[config.mk]
export PLATFORM = sky130hd
export DESIGN_NAME = hk_fold
export DESIGN_NICKNAME = d
export VERILOG_FILES = /design/src/rtl/core/hk_pkg.sv /design/src/rtl/core/hk_fold.sv
export VERILOG_INCLUDE_DIRS = /design/src /design/src/rtl/core
export SDC_FILE = /design/constraint.sdc
export NUM_CORES = 1
export LEC_CHECK = 0
export BUFFER_PORTS_ARGS = -buffer_cell sky130_fd_sc_hd__buf_2
export CAP_MARGIN = 10
export CORE_AREA = 2 2 214 216
export CTS_CLUSTER_DIAMETER = 80
export DETAILED_ROUTE_END_ITERATION = 7
export DIE_AREA = 0 0 216 218
export GPL_ROUTABILITY_DRIVEN = 1
export GPL_TIMING_DRIVEN = 0
export HOLD_SLACK_MARGIN = 0.05
export PLACE_DENSITY = 0.39
export SLEW_MARGIN = 20
export SYNTH_ARGS = -nofsm -noshare
export SYNTH_HDL_FRONTEND = slang
export SYNTH_SLANG_ARGS = --single-unit
[constraint.sdc]
create_clock -name clock -period 2 [get_ports clock]
set_input_delay 0.6 -clock clock [delete_from_list [all_inputs] [get_ports clock]]
set_output_delay 0.6 -clock clock [all_outputs]
set_load 0.01 [all_outputs]
[src/rtl/core/haraka256_fold32_hash_core_defines.svh]
// ---------------------------------------------------------------------------
// haraka256_fold32_hash_core_defines
// Assertion macros shared by the hash core modules.
// ---------------------------------------------------------------------------
`ifndef HARAKA256_FOLD32_HASH_CORE_DEFINES_SVH
`define HARAKA256_FOLD32_HASH_CORE_DEFINES_SVH
// assert that a implies b on the next clock edge, outside reset
`define HK_ASSERT_NEXT(label, clk, rst, a, b, msg) \
   label: assert property (@(posedge clk) disable iff (rst) (a) |=> (b)) else $error(msg);
// assert that a implies b on the same clock edge, outside reset
`define HK_ASSERT_NOW(label, clk, rst, a, b, msg) \
   label: assert property (@(posedge clk) disable iff (rst) (a) |-> (b)) else $error(msg);
`endif

[src/rtl/core/hk_pkg.sv]
// ---------------------------------------------------------------------------
// hk_pkg
// Shared constants, S-box and AES round functions for the hash core.
// ---------------------------------------------------------------------------
package hk_pkg;

   localparam int unsigned AesRounds = 10;
   localparam int unsigned MsgWidth  = 256;
   localparam int unsigned DigWidth  = 32;
   localparam logic [15:0] LowFoldMask = 16'hffff;

   localparam logic [7:0] SBOX [256] = '{
      8'h63,8'h7c,8'h77,8'h7b,8'hf2,8'h6b,8'h6f,8'hc5,8'h30,8'h01,8'h67,8'h2b,8'hfe,8'hd7,8'hab,8'h76,
      8'hca,8'h82,8'hc9,8'h7d,8'hfa,8'h59,8'h47,8'hf0,8'had,8'hd4,8'ha2,8'haf,8'h9c,8'ha4,8'h72,8'hc0,
      8'hb7,8'hfd,8'h93,8'h26,8'h36,8'h3f,8'hf7,8'hcc,8'h34,8'ha5,8'he5,8'hf1,8'h71,8'hd8,8'h31,8'h15,
      8'h04,8'hc7,8'h23,8'hc3,8'h18,8'h96,8'h05,8'h9a,8'h07,8'h12,8'h80,8'he2,8'heb,8'h27,8'hb2,8'h75,
      8'h09,8'h83,8'h2c,8'h1a,8'h1b,8'h6e,8'h5a,8'ha0,8'h52,8'h3b,8'hd6,8'hb3,8'h29,8'he3,8'h2f,8'h84,
      8'h53,8'hd1,8'h00,8'hed,8'h20,8'hfc,8'hb1,8'h5b,8'h6a,8'hcb,8'hbe,8'h39,8'h4a,8'h4c,8'h58,8'hcf,
      8'hd0,8'hef,8'haa,8'hfb,8'h43,8'h4d,8'h33,8'h85,8'h45,8'hf9,8'h02,8'h7f,8'h50,8'h3c,8'h9f,8'ha8,
      8'h51,8'ha3,8'h40,8'h8f,8'h92,8'h9d,8'h38,8'hf5,8'hbc,8'hb6,8'hda,8'h21,8'h10,8'hff,8'hf3,8'hd2,
      8'hcd,8'h0c,8'h13,8'hec,8'h5f,8'h97,8'h44,8'h17,8'hc4,8'ha7,8'h7e,8'h3d,8'h64,8'h5d,8'h19,8'h73,
      8'h60,8'h81,8'h4f,8'hdc,8'h22,8'h2a,8'h90,8'h88,8'h46,8'hee,8'hb8,8'h14,8'hde,8'h5e,8'h0b,8'hdb,
      8'he0,8'h32,8'h3a,8'h0a,8'h49,8'h06,8'h24,8'h5c,8'hc2,8'hd3,8'hac,8'h62,8'h91,8'h95,8'he4,8'h79,
      8'he7,8'hc8,8'h37,8'h6d,8'h8d,8'hd5,8'h4e,8'ha9,8'h6c,8'h56,8'hf4,8'hea,8'h65,8'h7a,8'hae,8'h08,
      8'hba,8'h78,8'h25,8'h2e,8'h1c,8'ha6,8'hb4,8'hc6,8'he8,8'hdd,8'h74,8'h1f,8'h4b,8'hbd,8'h8b,8'h8a,
      8'h70,8'h3e,8'hb5,8'h66,8'h48,8'h03,8'hf6,8'h0e,8'h61,8'h35,8'h57,8'hb9,8'h86,8'hc1,8'h1d,8'h9e,
      8'he1,8'hf8,8'h98,8'h11,8'h69,8'hd9,8'h8e,8'h94,8'h9b,8'h1e,8'h87,8'he9,8'hce,8'h55,8'h28,8'hdf,
      8'h8c,8'ha1,8'h89,8'h0d,8'hbf,8'he6,8'h42,8'h68,8'h41,8'h99,8'h2d,8'h0f,8'hb0,8'h54,8'hbb,8'h16
   };

   // round keys, lane 0 in bits 31:0
   localparam logic [127:0] RKEY [20] = '{
      {32'h0684704c,32'he620c00a,32'hb2c5fef0,32'h75817b9d},
      {32'h8b66b4e1,32'h88f3a06b,32'h640f6ba4,32'h2f08f717},
      {32'h3402de2d,32'h53f28498,32'hcf029d60,32'h9f029114},
      {32'h0ed6eae6,32'h2e7b4f08,32'hbbf3bcaf,32'hfd5b4f79},
      {32'hcbcfb0cb,32'h4872448b,32'h79eecd1c,32'hbe397044},
      {32'h7eeacdee,32'h6e9032b7,32'h8d5335ed,32'h2b8a057b},
      {32'h67c28f43,32'h5e2e7cd0,32'he2412761,32'hda4fef1b},
      {32'h2924d9b0,32'hafcacc07,32'h675ffde2,32'h1fc70b3b},
      {32'hab4d63f1,32'he6867fe9,32'hecdb8fca,32'hb9d465ee},
      {32'h1c30bf84,32'hd4b7cd64,32'h5b2a404f,32'had037e33},
      {32'hb2cc0bb9,32'h941723bf,32'h69028b2e,32'h8df69800},
      {32'hfa0478a6,32'hde6f5572,32'h4aaa9ec8,32'h5c9d2d8a},
      {32'hdfb49f2b,32'h6b772a12,32'h0efa4f2e,32'h29129fd4},
      {32'h1ea10344,32'hf449a236,32'h32d611ae,32'hbb6a12ee},
      {32'haf044988,32'h4b050084,32'h5f9600c9,32'h9ca8eca6},
      {32'h21025ed8,32'h9d199c4f,32'h78a2c7e3,32'h27e593ec},
      {32'hbf3aaaf8,32'ha759c9b7,32'hb9282ecd,32'h82d40173},
      {32'h6260700d,32'h6186b017,32'h37f2efd9,32'h10307d6b},
      {32'h5aca45c2,32'h21300443,32'h81c29153,32'hf6fc9ac6},
      {32'h9223973c,32'h226b68bb,32'h2caf92e8,32'h36d1943a}
   };

   function automatic logic [7:0] xtime(input logic [7:0] b);
      return {b[6:0], 1'b0} ^ (b[7] ? 8'h1b : 8'h00);
   endfunction

   // one AES encryption round, byte 4*c+r at bits 32*c+8*r
   function automatic logic [127:0] aes_round(input logic [127:0] st, input logic [127:0] key);
      logic [7:0]   t [16];
      logic [7:0]   a0, a1, a2, a3;
      logic [127:0] o;
      for (int c = 0; c < 4; c++) begin
         for (int r = 0; r < 4; r++) begin
            t[4*c+r] = SBOX[st[32*((c+r)%4)+8*r +: 8]];
         end
      end
      for (int c = 0; c < 4; c++) begin
         a0 = t[4*c]; a1 = t[4*c+1]; a2 = t[4*c+2]; a3 = t[4*c+3];
         o[32*c +: 8]    = xtime(a0) ^ xtime(a1) ^ a1 ^ a2 ^ a3;
         o[32*c+8 +: 8]  = a0 ^ xtime(a1) ^ xtime(a2) ^ a2 ^ a3;
         o[32*c+16 +: 8] = a0 ^ a1 ^ xtime(a2) ^ xtime(a3) ^ a3;
         o[32*c+24 +: 8] = xtime(a0) ^ a0 ^ a1 ^ a2 ^ xtime(a3);
      end
      return o ^ key;
   endfunction

endpackage

[src/rtl/core/hk_fold.sv]
// ---------------------------------------------------------------------------
// hk_fold
// Output stage: feed-forward, folds to 32 bits, holds result for the sink.
// ---------------------------------------------------------------------------
`include "haraka256_fold32_hash_core_defines.svh"
module hk_fold (
   input  logic         clock,
   input  logic         reset,
   input  logic         up_valid,
   output logic         up_ready,
   input  logic [255:0] up_state,
   input  logic [255:0] up_orig,
   output logic         dn_valid,
   input  logic         dn_ready,
   output logic [31:0]  dn_digest
);
   logic         valid_ff;
   logic [31:0]  digest_ff, digest_in;
   logic [255:0] ff;
   logic [127:0] x;
   logic [63:0]  f64;

   assign up_ready = !valid_ff || dn_ready;

   always_comb begin
      ff  = up_state ^ up_orig;
      x   = ff[127:0] ^ ff[255:128];
      f64 = x[63:0] ^ x[127:64];
      // only the low 16 bits of the lower word are folded in
      digest_in = f64[63:32] ^ {16'h0000, f64[15:0] & hk_pkg::LowFoldMask};
   end

   always_ff @(posedge clock) begin
      if (reset) begin
         valid_ff <= 1'b0;
      end else if (up_ready) begin
         valid_ff <= up_valid;
      end
      if (up_ready && up_valid) begin
         digest_ff <= digest_in;
      end
   end

   assign dn_valid  = valid_ff;
   assign dn_digest = digest_ff;

   `HK_ASSERT_NEXT(a_hold, clock, reset, valid_ff && !dn_ready, valid_ff && $stable(digest_ff), "result dropped under stall")
   `HK_ASSERT_NEXT(a_load, clock, reset, up_valid && up_ready, valid_ff, "accepted transaction lost")
   `HK_ASSERT_NOW(a_rdy, clock, reset, !valid_ff, up_ready, "empty stage not ready")
endmodule

== Word-level counts from Yosys, hierarchy flattened ==
Index checks and enable logic that the tools add are counted.

* Register bits after elaboration: 33
* Bits in latches: 0
* Bits in writable memories: 0
* Bits in read-only memories: 0
* Bits of input ports: 516
* Output and inout bits: 34
* Word-level logic and storage cells: 9
* Memories kept: 0

* Add/subtract/negate cells: 0
* Multiply operators: 0
* Div/mod/pow operators: 0
* Magnitude comparators: 0
* Equality and inequality tests: 0
* Shift operators: 0
* Mux-type cells: 0
* Bitwise operators: 4
* Reductions and logical operators: 3

{| class="wikitable"
|+ Operators by type and width
! kind !! number
|-
| 256-bit bitwise XOR || 1
|-
| 128-bit bitwise XOR || 1
|-
| 64-bit bitwise XOR || 1
|-
| 32-bit by 16-bit bitwise XOR with 32-bit output || 1
|-
| 1-bit logical AND || 1
|-
| 1-bit logical NOT || 1
|-
| 1-bit logical OR || 1
|}

== Logic depth before layout (Yosys ltp) ==
* Depth in word-level cells: 4
* Gate-level depth with buffers: 4

== Worst setup path after synthesis ==
OpenSTA, ideal clock, no wires.

* Kind: input -> register
* From: input dn_ready
* To: register digest_ff[0] (netlist: dn_digest[0]), enable pin
* Setup time: 0.392 ns
* Data arrival time: 1.600 ns
* Data required time: 1.608 ns
* Path slack: 0.008 ns
* Cell stages on the path: 2
* Path buffers: 0
* Cells stage by stage: nand2b_1 > and2_1

* Longest elaborated chain between the ends: 2

{| class="wikitable"
|+ Ends and longest elaborated chain
! what !! RTL line !! source
|-
| start, declared || hk_fold.sv:14 || <nowiki>input logic dn_ready,</nowiki>
|-
| 1-bit logical OR || hk_fold.sv:23 || <nowiki>assign up_ready = !valid_ff || dn_ready;</nowiki>
|-
| 1-bit logical AND || hk_fold.sv:39 || <nowiki>if (up_ready && up_valid) begin</nowiki>
|-
| end signal, assigned || hk_fold.sv:40 || <nowiki>digest_ff <= digest_in;</nowiki>
|-
| end, declared || hk_fold.sv:18 || <nowiki>logic [31:0] digest_ff, digest_in;</nowiki>
|}

Every way passes these cells.
A chain may end at the register's enable or synchronous reset.

== Final worst setup path ==
* From: input dn_ready
* To: output up_ready

* Longest elaborated chain between the ends: 1

{| class="wikitable"
|+ Ends and longest elaborated chain
! what !! RTL line !! source
|-
| 1-bit logical OR || hk_fold.sv:23 ||
|-
| end, declared || hk_fold.sv:10 || <nowiki>output logic up_ready,</nowiki>
|}

Every way passes these cells.

==> results.toml <==
[sta]
setup_violations = 0
period_share = 0.815
fin_skew_ns = 0.00618
fin_setup_tns_ns = 0
slew_viol_final = 0
layout_min_cycle_time_ns = 1.63
relSlewSlack = 0.641
hold_viol = 0
rsz0062_at_grt = "no"
worst_pin_slew_ns = 0.538
hold-worst-slack_ns = 0.446
fin_ws_ns = 0.370
timing.fmax_mhz = 614

[die]
coreArea_sq_um = 44900
dieArea_sq_um = 47100
die_h_um = 218
row_count = 78
fp.dieW_um = 216
start_util = 0.0910
io_pins = 550

[grt]
grt_pass1_vias = 3943
antenna_found_initial = 2
grt_first_pass_wirelength_um = 20100
grt_start_max_net_pins = 18
grt_usage = 0.0589
grt-ovfl-total = 0

[placed_design]
dp_cells = 1411
port_buffers = 421
dpl_worst_slack_ns = 0.0330
dp_hpwl_um = 12900
place_area_sq_um = 6960
gp_congestion = 0.758

[final_layout]
final_common_cell = "buf_2"
area_growth_pct = 73.9
fin_cells = 1420
nFillCells = 5077
multi_input_area_sq_um = 3100
ff_latch_area_sq_um = 981
final_util = 0.158
layout_common_cells = "buf_2, xnor2_1, xor2_1, edfxtp_1, clkbuf_16"
fin_area_sq_um = 7100
layout.nets = 1334
layout-drive-gt1-share = 0.523

[setup_path]
worst_setup_path_end_kind = "output port"
arrival_ns = 1.03
cp-start-kind = "input pin"
critical_path.max_fanout = 3
r2r_slack_ns = 0.50
path_common_cell = "buf_2"
critPathKind = "in -> out"
startpoint = "dn_ready"
slowest_delay_ns = 0.17
crit_chain = "buf_2 -> nand2b_1 -> buf_2"
critPathRequiredTime_ns = 1.40
r2r-start = "dn_valid"
cp_slowest_cell = "nand2b_1"

[drt]
antenna_left = 0
num_vias = 3973
wl_per_cell_um = 10.1
wl_met1_um = 4840
first_pass_iters = 3
drcViolationCount = 0
wirelength_um = 14300
viasPerCell = 2.80
routed.top_layer = "met5"
drtIter0Drc = 45
wl_met2_um = 7390
wl_met3_um = 1780

[hold_path]
worstHoldPathType = "in -> reg"
hp-start = "reset"

[power]
power_mw = 4.31
p_int_mw = 2.84
p_per_area_nw_per_um2 = 606
pwr-share-clk = 0.198
switching_share = 0.340
peakVddDrop_uv = 248
p_comb_frac = 0.539
p_seq_frac = 0.263
p_leak_nw = 2.86
p_switching_mw = 1.46

[run]
cap_violations = 0

[clock_network]
cts_root_buffer = "clkbuf_16"
cts_num_sinks = 33
cts_htree_levels = 2
clk_latency_ns = 0.32
cts_hold_buf = 0
cts_tree = "built"
cts.clk_slew.worst_paths_ns = 0.06
ctsResizeCount = 0
clock_path_buffers = 2
postCtsSetupBuffers = 0
cts_buffers = 5

[logic_synthesis]
ys_warn_count = 0
synth_cell_type_count = 8
synthTopCellsByArea = "xnor2_1, edfxtp_1, xor2_1, dfxtp_1, and2_1"
yosysTopAreaCell = "xnor2_1"
syn-mean-instance-area_sq_um = 10.5
synth-seq-cells = 33
seq_area_frac_synth = 0.240
synth_cells = 389
synth_area_sq_um = 4090
synth_fp_nets = 905
synth_top_area_share = 0.686

[status]
status = "completed"
-- synth_stat cells --
| cell type | count |
|---|---|
| xnor2_1 | 320 |
| edfxtp_1 | 32 |
| xor2_1 | 32 |
| a21oi_1 | 1 |
| and2_1 | 1 |
| dfxtp_1 | 1 |
| inv_1 | 1 |
| nand2b_1 | 1 |
-- flip-flops by register name, summed over array words and instances, names as in the netlist --
signal     count
dn_valid       1
dn_digest     32
-- layer usage --
metal / vias up / track usage
met5: - / 0
li1: 2060 / -
met1: 1649 / 0.0539
met4: 2 / 0.0285
met3: 14 / 0.0273
met2: 248 / 0.110
-- critical path, delay by kind of cell --
| kind | cells | cell delay, ns |
|---|---|---|
| and+or+nand+nor | 1 | 0.17 |
| buffers and inverters | 2 | 0.26 |
-- worst paths after layout --
kind / end / cells past startpoint
hold / removal: dn_valid / 2
setup / recovery: up_ready / 3
setup reg to reg: dn_digest[7] / 3
hold reg to reg: dn_valid / 2
-- power by group through the flow --
stage	sequential, mW	clock, mW	combinational, mW
floorplan	1.27	0	1.36
global placement	1.15	0	2.38
detailed placement	1.15	0	2.39
CTS	1.14	0.962	2.40
global route	1.16	0.965	2.56
finish	1.13	0.851	2.32
-- cells by family after synthesis --
kind of cell,synth area share
compound gates,0.00122
simple gates,0.00306
buf+inv,0.000918
xor+xnor,0.755
flops,0.240
-- cell type report --
type / count / area share
multi-input combinational: 355 / 0.437
timing repair buffer: 422 / 0.299
sequential: 33 / 0.138
tap: 600 / 0.106
clock buffer: 8 / 0.0192
inverter: 1 / 0.000528
antenna: 1 / 0.000352
No activity file was read; power rests on OpenSTA's default activity.
